[src/whp_pkg.sv]
`timescale 1ns / 1ps
// Shared types and constants for the WAV header parser.
// No dependencies; every other file imports this package.
package whp_pkg;

  localparam int OFFSET_BITS_DEF = 32;
  localparam int QUEUE_DEPTH     = 2;
  localparam int OUT_TDATA_W     = 168;

  localparam logic [23:0] ID_FMT3 = 24'h666D74;
  localparam logic [31:0] ID_DATA = 32'h64617461;
  localparam logic [15:0] FMT_PCM = 16'd1;

  // RIFF and WAVE tags at offsets 0-3 and 8-11; offsets 4-7 are the RIFF size.
  localparam logic [7:0] HDR_TAG [12] = '{
    8'h52, 8'h49, 8'h46, 8'h46, 8'h00, 8'h00, 8'h00, 8'h00,
    8'h57, 8'h41, 8'h56, 8'h45
  };

  typedef enum logic [2:0] {
    ST_OK         = 3'd0,
    ST_BAD_HEADER = 3'd1,
    ST_NO_FMT     = 3'd2,
    ST_NOT_PCM    = 3'd3,
    ST_BAD_FMT    = 3'd4,
    ST_NO_DATA    = 3'd5
  } whp_status_t;

  // One parsed file, handed from the byte parser to the result stage.
  typedef struct packed {
    whp_status_t status;
    logic [31:0] data_offset;
    logic [31:0] data_size;
    logic [31:0] sample_rate;
    logic [15:0] channel_count;
    logic [15:0] bit_depth;
  } whp_job_t;

endpackage

[src/whp_front.sv]
`timescale 1ns / 1ps
// Byte parser: header tag check, chunk walk, fmt and data capture.
// Depends on whp_pkg; pushes one whp_job_t per file on the last byte.
module whp_front import whp_pkg::*; #(
  parameter int OFFSET_BITS = OFFSET_BITS_DEF
) (
  input  logic       clk,
  input  logic       rst_n,
  input  logic       in_accept,
  input  logic [7:0] in_byte,
  input  logic       in_last,
  output logic       push,
  output whp_job_t   job
);

  localparam logic [OFFSET_BITS-1:0] POS_MAX = '1;

  logic [OFFSET_BITS-1:0] pos_r, pos_nxt;
  logic [32:0]            ncs_r, ncs_nxt;
  logic [63:0]            shift_r, shift_nxt;
  logic                   hdr_ok_r, hdr_ok_nxt;
  logic                   fmt_found_r, fmt_found_nxt;
  logic [4:0]             fmt_idx_r, fmt_idx_nxt;
  logic [15:0]            fmt_code_r, fmt_code_nxt;
  logic [15:0]            chan_r, chan_nxt;
  logic [31:0]            rate_r, rate_nxt;
  logic [15:0]            depth_r, depth_nxt;
  logic                   data_found_r, data_found_nxt;
  logic [31:0]            doff_r, doff_nxt;
  logic [31:0]            dsize_r, dsize_nxt;

  logic [33:0] pos_ext;
  logic        hdr_hit;
  logic [31:0] chunk_id;
  logic [31:0] chunk_size;
  logic [33:0] chunk_end;
  logic        short_file;
  whp_status_t status;

  assign pos_ext    = {{(34-OFFSET_BITS){1'b0}}, pos_r};
  assign shift_nxt  = {shift_r[55:0], in_byte};
  assign hdr_hit    = (pos_ext == ({1'b0, ncs_r} + 34'd7));
  assign chunk_id   = shift_nxt[63:32];
  assign chunk_size = {shift_nxt[7:0], shift_nxt[15:8], shift_nxt[23:16], shift_nxt[31:24]};
  assign chunk_end  = {1'b0, ncs_r} + 34'd8 + {2'b00, chunk_size};
  assign short_file = (pos_r < OFFSET_BITS'(11));

  always_comb begin
    fmt_idx_nxt    = fmt_idx_r;
    fmt_code_nxt   = fmt_code_r;
    chan_nxt       = chan_r;
    rate_nxt       = rate_r;
    depth_nxt      = depth_r;
    hdr_ok_nxt     = hdr_ok_r;
    fmt_found_nxt  = fmt_found_r;
    data_found_nxt = data_found_r;
    doff_nxt       = doff_r;
    dsize_nxt      = dsize_r;
    ncs_nxt        = ncs_r;

    // fmt body: the 16 bytes right after the fmt chunk header
    if (fmt_found_r && !fmt_idx_r[4]) begin
      fmt_idx_nxt = fmt_idx_r + 5'd1;
      case (fmt_idx_r[3:0])
        4'd0:    fmt_code_nxt[7:0]  = in_byte;
        4'd1:    fmt_code_nxt[15:8] = in_byte;
        4'd2:    chan_nxt[7:0]      = in_byte;
        4'd3:    chan_nxt[15:8]     = in_byte;
        4'd4:    rate_nxt[7:0]      = in_byte;
        4'd5:    rate_nxt[15:8]     = in_byte;
        4'd6:    rate_nxt[23:16]    = in_byte;
        4'd7:    rate_nxt[31:24]    = in_byte;
        4'd14:   depth_nxt[7:0]     = in_byte;
        4'd15:   depth_nxt[15:8]    = in_byte;
        default: ;
      endcase
    end

    // tag bytes; the RIFF size field is not checked
    if (pos_r < OFFSET_BITS'(12)) begin
      if ((pos_r < OFFSET_BITS'(4) || pos_r >= OFFSET_BITS'(8)) &&
          (HDR_TAG[pos_r[3:0]] != in_byte)) begin
        hdr_ok_nxt = 1'b0;
      end
    end

    // last byte of a chunk header: classify and advance to the next chunk
    if (hdr_hit) begin
      if (!fmt_found_r && chunk_id[31:8] == ID_FMT3) begin
        fmt_found_nxt = 1'b1;
        fmt_idx_nxt   = 5'd0;
      end
      if (!data_found_r && chunk_id == ID_DATA) begin
        data_found_nxt = 1'b1;
        doff_nxt       = ncs_r[31:0] + 32'd8;
        dsize_nxt      = chunk_size;
      end
      ncs_nxt = chunk_end[33] ? '1 : chunk_end[32:0];
    end

    pos_nxt = (pos_r == POS_MAX) ? pos_r : pos_r + OFFSET_BITS'(1);

    if (!hdr_ok_nxt || short_file) begin
      status = ST_BAD_HEADER;
    end else if (!fmt_found_nxt) begin
      status = ST_NO_FMT;
    end else if (fmt_code_nxt != FMT_PCM) begin
      status = ST_NOT_PCM;
    end else if (chan_nxt == 16'd0 || rate_nxt == 32'd0 || depth_nxt < 16'd8) begin
      status = ST_BAD_FMT;
    end else if (!data_found_nxt) begin
      status = ST_NO_DATA;
    end else begin
      status = ST_OK;
    end
  end

  assign push              = in_accept && in_last;
  assign job.status        = status;
  assign job.data_offset   = doff_nxt;
  assign job.data_size     = dsize_nxt;
  assign job.sample_rate   = rate_nxt;
  assign job.channel_count = chan_nxt;
  assign job.bit_depth     = depth_nxt;

  always_ff @(posedge clk) begin
    if (!rst_n || push) begin
      pos_r        <= '0;
      ncs_r        <= 33'd12;
      shift_r      <= '0;
      hdr_ok_r     <= 1'b1;
      fmt_found_r  <= 1'b0;
      fmt_idx_r    <= '0;
      fmt_code_r   <= '0;
      chan_r       <= '0;
      rate_r       <= '0;
      depth_r      <= '0;
      data_found_r <= 1'b0;
      doff_r       <= '0;
      dsize_r      <= '0;
    end else if (in_accept) begin
      pos_r        <= pos_nxt;
      ncs_r        <= ncs_nxt;
      shift_r      <= shift_nxt;
      hdr_ok_r     <= hdr_ok_nxt;
      fmt_found_r  <= fmt_found_nxt;
      fmt_idx_r    <= fmt_idx_nxt;
      fmt_code_r   <= fmt_code_nxt;
      chan_r       <= chan_nxt;
      rate_r       <= rate_nxt;
      depth_r      <= depth_nxt;
      data_found_r <= data_found_nxt;
      doff_r       <= doff_nxt;
      dsize_r      <= dsize_nxt;
    end
  end

endmodule

[src/whp_queue.sv]
`timescale 1ns / 1ps
// Short job queue between the byte parser and the result stage.
// Depends on whp_pkg for whp_job_t.
module whp_queue import whp_pkg::*; #(
  parameter int DEPTH = QUEUE_DEPTH
) (
  input  logic     clk,
  input  logic     rst_n,
  input  logic     push,
  input  whp_job_t push_job,
  input  logic     pop,
  output logic     q_valid,
  output whp_job_t q_job,
  output logic     q_full
);

  localparam int PW = (DEPTH > 1) ? $clog2(DEPTH) : 1;
  localparam int CW = $clog2(DEPTH + 1);

  whp_job_t        mem_r [DEPTH];
  logic [PW-1:0]   wr_ptr_r, wr_ptr_nxt;
  logic [PW-1:0]   rd_ptr_r, rd_ptr_nxt;
  logic [CW-1:0]   cnt_r, cnt_nxt;

  function automatic logic [PW-1:0] ptr_inc(input logic [PW-1:0] p);
    ptr_inc = (p == PW'(DEPTH - 1)) ? '0 : p + PW'(1);
  endfunction

  assign q_valid = (cnt_r != '0);
  assign q_full  = (cnt_r == CW'(DEPTH));
  assign q_job   = mem_r[rd_ptr_r];

  always_comb begin
    wr_ptr_nxt = push ? ptr_inc(wr_ptr_r) : wr_ptr_r;
    rd_ptr_nxt = pop  ? ptr_inc(rd_ptr_r) : rd_ptr_r;
    cnt_nxt    = cnt_r + CW'(push) - CW'(pop);
  end

  always_ff @(posedge clk) begin
    if (!rst_n) begin
      wr_ptr_r <= '0;
      rd_ptr_r <= '0;
      cnt_r    <= '0;
    end else begin
      wr_ptr_r <= wr_ptr_nxt;
      rd_ptr_r <= rd_ptr_nxt;
      cnt_r    <= cnt_nxt;
    end
  end

  always_ff @(posedge clk) begin
    if (push) begin
      mem_r[wr_ptr_r] <= push_job;
    end
  end

  a_no_overflow: assert property (@(posedge clk) disable iff (!rst_n)
    push |-> !q_full || pop) else $error("push into full queue");
  a_no_underflow: assert property (@(posedge clk) disable iff (!rst_n)
    pop |-> q_valid) else $error("pop from empty queue");
  a_cnt_bound: assert property (@(posedge clk) disable iff (!rst_n)
    cnt_r <= CW'(DEPTH)) else $error("queue count out of range");

endmodule

[src/whp_back.sv]
`timescale 1ns / 1ps
// Result stage: frame count by multiply then bit-serial divide, output register; error jobs skip both and carry zeros.
// Depends on whp_pkg; consumes whp_job_t from the job queue.
module whp_back import whp_pkg::*; (
  input  logic                   clk,
  input  logic                   rst_n,
  input  logic                   q_valid,
  input  whp_job_t               q_job,
  output logic                   q_pop,
  output logic                   out_tvalid,
  input  logic                   out_tready,
  output logic [OUT_TDATA_W-1:0] out_tdata
);

  typedef enum logic [1:0] {S_IDLE, S_MUL, S_DIV, S_OUT} state_t;

  state_t      state_r, state_nxt;
  logic        valid_r, valid_nxt;
  whp_status_t status_r, status_nxt;
  logic [31:0] doff_r, doff_nxt;
  logic [31:0] dsize_r, dsize_nxt;
  logic [31:0] rate_r, rate_nxt;
  logic [15:0] chan_r, chan_nxt;
  logic [15:0] depth_r, depth_nxt;
  logic [31:0] frame_r, frame_nxt;
  logic [31:0] dvs_r, dvs_nxt;
  logic [31:0] rem_r, rem_nxt;
  logic [4:0]  cnt_r, cnt_nxt;

  logic [28:0] prod;
  logic [32:0] rem_sh;
  logic        ge;

  // bytes per sample times channels; two successive floor divisions equal one
  assign prod   = depth_r[15:3] * chan_r;
  assign rem_sh = {rem_r, frame_r[31]};
  assign ge     = (rem_sh >= {1'b0, dvs_r});
  assign q_pop  = (state_r == S_IDLE) && q_valid;

  always_comb begin
    state_nxt  = state_r;
    valid_nxt  = valid_r;
    status_nxt = status_r;
    doff_nxt   = doff_r;
    dsize_nxt  = dsize_r;
    rate_nxt   = rate_r;
    chan_nxt   = chan_r;
    depth_nxt  = depth_r;
    frame_nxt  = frame_r;
    dvs_nxt    = dvs_r;
    rem_nxt    = rem_r;
    cnt_nxt    = cnt_r;
    case (state_r)
      S_IDLE: begin
        if (q_valid) begin
          status_nxt = q_job.status;
          frame_nxt  = '0;
          if (q_job.status == ST_OK) begin
            doff_nxt  = q_job.data_offset;
            dsize_nxt = q_job.data_size;
            rate_nxt  = q_job.sample_rate;
            chan_nxt  = q_job.channel_count;
            depth_nxt = q_job.bit_depth;
            state_nxt = S_MUL;
          end else begin
            doff_nxt  = '0;
            dsize_nxt = '0;
            rate_nxt  = '0;
            chan_nxt  = '0;
            depth_nxt = '0;
            valid_nxt = 1'b1;
            state_nxt = S_OUT;
          end
        end
      end
      S_MUL: begin
        dvs_nxt   = {3'b000, prod};
        rem_nxt   = '0;
        frame_nxt = dsize_r;
        cnt_nxt   = '0;
        state_nxt = S_DIV;
      end
      S_DIV: begin
        // one quotient bit per cycle, dividend shifts through frame_r
        rem_nxt   = ge ? 32'(rem_sh - {1'b0, dvs_r}) : rem_sh[31:0];
        frame_nxt = {frame_r[30:0], ge};
        cnt_nxt   = cnt_r + 5'd1;
        if (cnt_r == 5'd31) begin
          valid_nxt = 1'b1;
          state_nxt = S_OUT;
        end
      end
      S_OUT: begin
        if (out_tready) begin
          valid_nxt = 1'b0;
          state_nxt = S_IDLE;
        end
      end
      default: state_nxt = S_IDLE;
    endcase
  end

  always_ff @(posedge clk) begin
    if (!rst_n) begin
      state_r <= S_IDLE;
      valid_r <= 1'b0;
    end else begin
      state_r <= state_nxt;
      valid_r <= valid_nxt;
    end
    status_r <= status_nxt;
    doff_r   <= doff_nxt;
    dsize_r  <= dsize_nxt;
    rate_r   <= rate_nxt;
    chan_r   <= chan_nxt;
    depth_r  <= depth_nxt;
    frame_r  <= frame_nxt;
    dvs_r    <= dvs_nxt;
    rem_r    <= rem_nxt;
    cnt_r    <= cnt_nxt;
  end

  assign out_tvalid = valid_r;
  assign out_tdata  = {5'b00000, frame_r, depth_r, chan_r, rate_r, dsize_r, doff_r,
                       status_r};

  a_err_zero: assert property (@(posedge clk) disable iff (!rst_n)
    valid_r && status_r != ST_OK |-> frame_r == '0 && doff_r == '0 && dsize_r == '0 &&
    rate_r == '0 && chan_r == '0 && depth_r == '0) else $error("error result not zeroed");
  a_dvs_nonzero: assert property (@(posedge clk) disable iff (!rst_n)
    state_r == S_DIV |-> dvs_r != '0) else $error("divide by zero");
  a_div_done: assert property (@(posedge clk) disable iff (!rst_n)
    state_r == S_DIV && cnt_r == 5'd31 |=> state_r == S_OUT && valid_r)
    else $error("divide did not finish into output");
  a_pop_idle: assert property (@(posedge clk) disable iff (!rst_n)
    q_pop |=> state_r == S_MUL || state_r == S_OUT) else $error("pop lost");

endmodule

[src/wav_header_parser.sv]
`timescale 1ns / 1ps
// WAV (RIFF/PCM) header parser top level: one byte per cycle in, one result per file.
// Throughput: one byte per cycle; in_tready drops only while the job queue is full.
// On a good file the result passes through the job queue, the multiply state and the
// bit-serial divider before out_tvalid; on an error it goes from the queue straight to out_tvalid.
// Reset: synchronous, active low; clears the parser state, the queue and the result stage.
module wav_header_parser import whp_pkg::*; #(
  parameter int OFFSET_BITS = OFFSET_BITS_DEF
) (
  input  logic                   clk,
  input  logic                   rst_n,
  input  logic                   in_tvalid,
  output logic                   in_tready,
  input  logic [7:0]             in_tdata,   // [7:0] byte_in
  input  logic                   in_tlast,   // last_byte
  output logic                   out_tvalid,
  input  logic                   out_tready,
  // [2:0] status, [34:3] data_offset, [66:35] data_size, [98:67] sample_rate,
  // [114:99] channel_count, [130:115] bit_depth, [162:131] frame_count, [167:163] zero
  output logic [OUT_TDATA_W-1:0] out_tdata
);

  logic     in_accept;
  logic     push;
  whp_job_t push_job;
  logic     q_valid;
  whp_job_t q_job;
  logic     q_pop;
  logic     q_full;

  // hold bytes off only when no room is left for a finished file
  assign in_tready = !q_full;
  assign in_accept = in_tvalid && in_tready;

  // front: parse every accepted byte, emit one job on the last byte
  whp_front #(
    .OFFSET_BITS(OFFSET_BITS)
  ) u_front (
    .clk      (clk),
    .rst_n    (rst_n),
    .in_accept(in_accept),
    .in_byte  (in_tdata),
    .in_last  (in_tlast),
    .push     (push),
    .job      (push_job)
  );

  // decouple the byte path from the slow frame count division
  whp_queue #(
    .DEPTH(QUEUE_DEPTH)
  ) u_queue (
    .clk     (clk),
    .rst_n   (rst_n),
    .push    (push),
    .push_job(push_job),
    .pop     (q_pop),
    .q_valid (q_valid),
    .q_job   (q_job),
    .q_full  (q_full)
  );

  // back: compute frame count and present the result transaction
  whp_back u_back (
    .clk       (clk),
    .rst_n     (rst_n),
    .q_valid   (q_valid),
    .q_job     (q_job),
    .q_pop     (q_pop),
    .out_tvalid(out_tvalid),
    .out_tready(out_tready),
    .out_tdata (out_tdata)
  );

endmodule

[config.mk]
export PLATFORM = sky130hd
export DESIGN_NAME = wav_header_parser
export DESIGN_NICKNAME = d
export VERILOG_FILES = /design/src/whp_pkg.sv /design/src/whp_front.sv /design/src/whp_queue.sv /design/src/whp_back.sv /design/src/wav_header_parser.sv
export SDC_FILE = /design/constraint.sdc
export NUM_CORES = 2
export LEC_CHECK = 0
export BUFFER_PORTS_ARGS = -buffer_cell sky130_fd_sc_hd__buf_4
export CORE_UTILIZATION = 57
export CTS_CLUSTER_SIZE = 8
export DETAILED_ROUTE_END_ITERATION = 7
export MAX_ROUTING_LAYER = met4
export PLACE_DENSITY_LB_ADDON = 0.1
export SYNTH_ARGS = -nofsm -noshare
export SYNTH_HDL_FRONTEND = slang
export SYNTH_SLANG_ARGS = --single-unit
export TNS_END_PERCENT = 5
[constraint.sdc]
create_clock -name clk -period 8.6 [get_ports clk]
set_clock_uncertainty 0.1 [all_clocks]
set_input_delay 0.86 -clock clk [delete_from_list [all_inputs] [get_ports clk]]
set_output_delay 0.86 -clock clk [all_outputs]
set_load 0.01 [all_outputs]
After elaboration in Yosys (flattened, before gate mapping):

Memories as Yosys holds them, arrays and structs flattened. A register that Yosys moved wholly into a read port is not among the register bits.
Cells that the tools add are included.

* register bits: 509
* RAM bits: 262
* memory bits (read-only): 128
* bits of input ports: 13
* logic and storage cells: 165
* memories kept: 2

* add/subtract/negate cells: 12
* $mul: 1
* $lt $le $gt $ge: 7
* equal/unequal tests: 24
* muxes and demuxes: 56
* bitwise gates (word level): 2
* reduce and logical (&&, ||, !) cells: 33

Memories
* u_queue.mem_r: words 2, width 131, rd ports 1, clocked after Yosys merged registers in 1, wr ports 1, line whp_queue.sv:20 `whp_job_t mem_r [DEPTH];`
* (name not given): words 16, width 8, rd ports 1, clocked after Yosys merged registers in 0, wr ports 0, line whp_front.sv:82 `(HDR_TAG[pos_r[3:0]] != in_byte)) begin`

Operators by type and width (number)
* two-way mux 32 bit: 7
* two-way mux 8 bit: 12
* one-hot mux 32 bit (3 select lines): 1
* less-than comparator 32 x 4 -> 1 bit (second input constant): 2
* one-hot mux 32 bit (2 select lines): 1
* two-way mux 16 bit: 3
* adder 33 x 3 -> 34 bit (second input constant): 1
* adder 33 x 4 -> 34 bit (second input constant): 1
* adder 34 x 32 -> 34 bit: 1
* equality test 32 x 34 -> 1 bit: 1
* >= comparator 33 x 29 -> 1 bit: 1
* two-way mux 33 bit: 1
* adder 32 x 1 -> 32 bit (second input constant): 1
* adder 32 x 4 -> 32 bit (second input constant): 1
* equality test 32 x 31 -> 1 bit (second input constant): 1
* equality test 32 bit (second input constant): 1
* >= comparator 32 x 4 -> 1 bit (second input constant): 1
* logical NOT 32 bit: 1
* less-than comparator 32 x 3 -> 1 bit (second input constant): 1
* subtractor 32 x 29 -> 32 bit: 1
* multiplier 13 x 16 -> 29 bit: 1
* equality test 24 x 23 -> 1 bit (second input constant): 1
* equality test 4 x 3 -> 1 bit (second input constant): 4
* logical NOT 16 bit: 1
* other kinds (36): 88

Logic depth before layout (Yosys ltp):

* word-level depth: 11
* gate-level depth with buffers: 22
* gate-level depth less buffers: 21

By module:

Synthesis repeated with hierarchy kept, for this count alone.

* cell total of the unflattened synthesis: 4013
* area, all modules: 44296.2 sq um

By module, submodules not included
* whp_back: instances 1, cells an instance 1644, area an instance 17709.5 sq um
* whp_front: instances 1, cells an instance 1938, area an instance 16520.8 sq um
* whp_queue: instances 1, cells an instance 429, area an instance 10055.9 sq um
* wav_header_parser: instances 1, cells an instance 2, area an instance 10.0 sq um

Worst setup path after synthesis:

OpenSTA, ideal clock, no wires.

* kind: register -> register
* start: reg u_back.state_r[0]
* end: reg u_queue.cnt_r[1]
* data arrival time: 7.963 ns
* data required time: 8.385 ns
* setup slack: 0.422 ns
* cell stages (with the launch flop): 10
* path buffers: 0
* clock period less this slack: 8.178 ns
* path through: dfxtp_1 -> inv_1 -> ha_1 -> nor2b_1 -> ha_1 -> inv_1 -> ha_1 -> xnor2_1 -> xnor2_1 -> and2_1

* word-level cells in the longest chain between the ends: 3

RTL lines
* start: declaration: line whp_back.sv:17 `state_t state_r, state_nxt;`
* start signal: assignment: line whp_back.sv:108 `state_r <= state_nxt;`
* logical NOT 2 bit: line whp_back.sv:38 `assign q_pop = (state_r == S_IDLE) && q_valid;`
* logical AND 1 bit: line whp_back.sv:38
* named net q_pop: line wav_header_parser.sv:28 `logic q_pop;`
* subtractor 2 x 1 -> 2 bit: line whp_queue.sv:36 `cnt_nxt = cnt_r + CW'(push) - CW'(pop);`
* end signal: assignment: line whp_queue.sv:47 `cnt_r <= cnt_nxt;`
* end: declaration: line whp_queue.sv:23 `logic [CW-1:0] cnt_r, cnt_nxt;`

The timed path passes the listed nets, and every way through them passes these cells.
A chain may end at the register's enable or synchronous reset.

Worst setup path in the final report:

* start: reg u_back.depth_r[5]
* end: reg u_back.dvs_r[28], data pin

* word-level cells in the longest chain between the ends: 1

RTL lines
* start: declaration: line whp_back.sv:24 `logic [15:0] depth_r, depth_nxt;`
* start signal: assignment: line whp_back.sv:116 `depth_r <= depth_nxt;`
* multiplier 13 x 16 -> 29 bit: line whp_back.sv:35 `assign prod = depth_r[15:3] * chan_r;`
* named net u_back.prod[28]: line whp_back.sv:30 `logic [28:0] prod;`
* end signal: assignment: line whp_back.sv:118 `dvs_r <= dvs_nxt;`
* end: declaration: line whp_back.sv:26 `logic [31:0] dvs_r, dvs_nxt;`

The timed path passes the listed nets, and every way through them passes these cells.

==> out/results.txt <==
buffer count from post-CTS setup fixing -> 0
Total Wirelength -> 96350 um
portion of netlist area occupied by mux cells -> 6.586%
DRC viols -> 0
via count of the first global-routing pass -> 28021
clock transition at the register clock pins on the worst setup and hold paths after CTS -> 50 ps
aggregate negative setup slack -> 0 ps
number of synthesis warnings -> 0
max cap viols -> 0
overall die area -> 74950 um^2
Clk Tree Root Cell -> clkbuf_16
power density over cell area -> 458.4 nW/um^2
HPWL after detailed placement -> 65590 um
maximum number of pins on one net before global-route repair -> 101
cell breakdown of the critical path -> and2_1, fa_1, inv_1, fa_1, inv_1, fa_1, inv_1, fa_1, fa_1, inv_1, ha_1, inv_1, o21ai_0, a21oi_1, a2111oi_0, nor2_1, a31oi_1, a221o_1, a21oi_1, xnor2_1
Met1 Routed Length -> 43590 um
post-synthesis instance area -> 42100 um^2
internal power -> 12680 uW
Synth Area in Adders -> 12.98%
total gr overflow -> 0
area taken by multi-input logic gates -> 19650 um^2
share of flip-flops with an asynchronous set or reset after synthesis -> 0%
post-route setup slack -> 1888 ps
Final GP Congestion -> 0.9250
post-route minimum period -> 6712 ps
standard cell with the maximum stage delay on the critical path -> a2111oi_0
largest driver fanout on the critical path -> 17
share of power burned in registers -> 26.7%
buffer depth of the longest clock path -> 3
detailed route wirelength on metal2 -> 46310 um
via count -> 28542
flip-flop and latch count after synthesis -> 772
final-report max-slew violation count -> 0
Crit Path Category -> reg -> reg
Design Power -> 21620 uW
clock net sink count -> 772
simple logic cell fraction of the synthesized area -> 13.78%
H-Tree Level Count -> 3
normalized max-slew margin -> 30.25%
Least-Margin Pin Slew -> 1046 ps
setup slack after placement -> 1976 ps
upper clock frequency limit -> 0.1490 GHz
setup violation total in the final timing report -> 0
clock share of power -> 18.1%
Clock Latency Late Sink -> 680 ps
number of primary I/O pins -> 183
# port buffers -> 177
DR iter-0 viols -> 1916
number of distinct library cells after synthesis -> 86
Syn Area/Cell -> 10.65 um^2
signed area change from the synthesized netlist to the final layout -> 12.03%
unrepaired setup endpoints after global routing -> false
crit-path max cell delay -> 870 ps
startpoint class of the critical path -> flip-flop
post-synthesis share of cell area spent on xor and xnor gates -> 3.766%
number of iterations in the first detailed-routing pass -> 5
y dimension of the die -> 273.8 um
FP Rows -> 99
core region area -> 72960 um^2
classification of the worst-slack hold path -> reg -> reg
Gates resized, CTS repair -> 0
total net switching power -> 8942 uW
synthesized-area fraction occupied by ao, oa, aoi and oai cells -> 9.350%
cell count after synthesis -> 3953
post-detailed-route count of antenna-violating nets -> 0
met3 WL -> 4049 um
CP Data Arrival Time -> 7010 ps
final worst path period share -> 78.05%
Post-synth EDFFs -> 491
largest family of logic cells by synthesized area -> simple AND/OR/NAND/NOR gates
Layout fillers -> 5838
average via count per standard cell -> 5.595
highest ir drop seen on vdd -> 0.9611 mV
type of element capturing the critical path -> flip-flop
minimum setup slack among reg-to-reg paths -> 1890 ps
Finished Layout Cells -> 5101
global-route total usage across every layer -> 26.67%
NumNets Final -> 4416
hold buffer count at CTS -> 0
TritonCTS clock tree -> done
horizontal extent of the die -> 273.8 um
Cell Count Post-Placement -> 4911
result of the run -> complete, no violations
first-pass GRT wire length -> 152700 um
antenna diode count -> 0
required time of the critical path -> 8900 ps
proportion of total power due to net switching -> 41.36%
antenna violations before repair -> 0
Leak -> 0.01891 uW
register area share after synthesis -> 48.38%
fraction of layout cells with a size suffix above 1 -> 9.392%
combined flip-flop and latch cell area -> 20370 um^2
most used flip-flop cell after synthesis -> edfxtp_1
combinational power share -> 55.3%
initial core utilization -> 57.70%
WHS -> 339.2 ps
Final Hold Violating Endpoints -> 0
CTS Buf Count -> 106
DR top layer -> met4
Routed wire per std cell -> 18.89 um
-- cells by family (layout without fill, tap and decap cells) --
| logic type | count (synthesis) | after routing |
|---|---|---|
| AO/OA/AOI/OAI | 605 | 605 |
| AND/OR/NAND/NOR | 1228 | 1228 |
| buffers and inverters | 551 | 736 |
| adder cells (fa/ha/maj) | 343 | 343 |
| XOR/XNOR | 181 | 181 |
| multiplexers | 272 | 272 |
| other | 1 | 5 |
| flip-flops | 772 | 772 |
-- metal layers --
layer / up-vias / GRT usage [%]
met3: 166 / 3.070
met4: 0 / 8.042
met2: 624 / 42.53
met1: 13898 / 35.81
li1: 13854 / -
met5: - / -
-- Yosys cell counts, drive strengths merged, types with 32 or more instances --
master / count / area [um^2]
nor2: 370 / 1389
a21oi: 191 / 1031
a211oi: 103 / 773.2
nand4: 40 / 277.8
buf: 35 / 230.2
nor2b: 56 / 350.3
ha: 187 / 2340
o21ai: 113 / 565.5
nor3: 38 / 201.5
nand3: 62 / 315.3
nand2: 403 / 1513
mux2: 40 / 450.4
fa: 156 / 3123
xnor2: 116 / 1016
a21o: 34 / 255.2
edfxtp: 491 / 14740
inv: 342 / 1284
a22oi: 32 / 240.2
xor2: 65 / 569.3
dfxtp: 281 / 5625
and2: 123 / 769.5
clkbuf: 173 / 649.4
mux2i: 232 / 2322
-- critical path, delay by kind of cell, from the launching register on --
kind	cells	cell delay [ps]
AOI/OAI and AO/OA	6	1880
adders and majority gates	6	2930
xor gates and xnor gates	1	120
and+or+nand+nor	2	470
buffers and inverters	5	270
DFF	1	680
-- through the flow --
step | utilization, % | instance area, um^2
finish | 64.65 | 47170
global route | 64.65 | 47170
CTS | 64.65 | 47170
detailed placement | 60.35 | 44030
global placement | 60.35 | 44030
floorplan | - | 42110
-- final cells by class --
class	instances	share of cell area, %
inverters	343	2.730
flip-flops and latches	772	43.20
clock buffers	183	6.282
well taps	959	2.544
repair buffers	203	3.231
clock inverters	7	0.3608
multi-input cells	2634	41.66
-- sequential cells by signal (all words and copies together), names as in the netlist, 29 cells and up, named ones only --
| name | count |
|---|---|
| u_queue.mem_r | 262 |
| u_front.shift_r | 56 |
| u_front.ncs_r | 33 |
| u_back.doff_r | 32 |
| u_back.dsize_r | 32 |
| u_back.frame_r | 32 |
| u_back.rate_r | 32 |
| u_back.rem_r | 32 |
| u_front.doff_r | 32 |
| u_front.dsize_r | 32 |
| u_front.pos_r | 32 |
| u_front.rate_r | 32 |
| u_back.dvs_r | 29 |
-- worst paths after layout --
path                                          start                  end  cells after the start
worst min-delay path            u_front.shift_r[37]  u_front.shift_r[45]                      2
worst max-delay path              u_back.depth_r[5]     u_back.dvs_r[28]                     20
worst min register to register  u_front.shift_r[37]  u_front.shift_r[45]                      2
worst max register to register    u_back.depth_r[5]     u_back.dvs_r[28]                     20
-- power groups by stage --
stage	Combinational, uW	Sequential, uW	Clock, uW
6_report	12000	5770	3900
3_3_place_gp	11900	5820	0
5_1_grt	13700	5840	4110
3_5_place_dp	12000	5830	0
4_1_cts	12100	5770	3970
2_1_floorplan	9230	5780	0
-- layout by cell type (no fill, tap or decap), types with 156 or more instances in the layout --
cell / n
mux2i_1: 232
fa_1: 156
a21oi_1: 170
nor2_1: 368
buf_4: 203
inv_1: 341
dfxtp_1: 280
nand2_1: 401
edfxtp_1: 491
ha_1: 184
No activity file was read; power rests on OpenSTA's default activity.
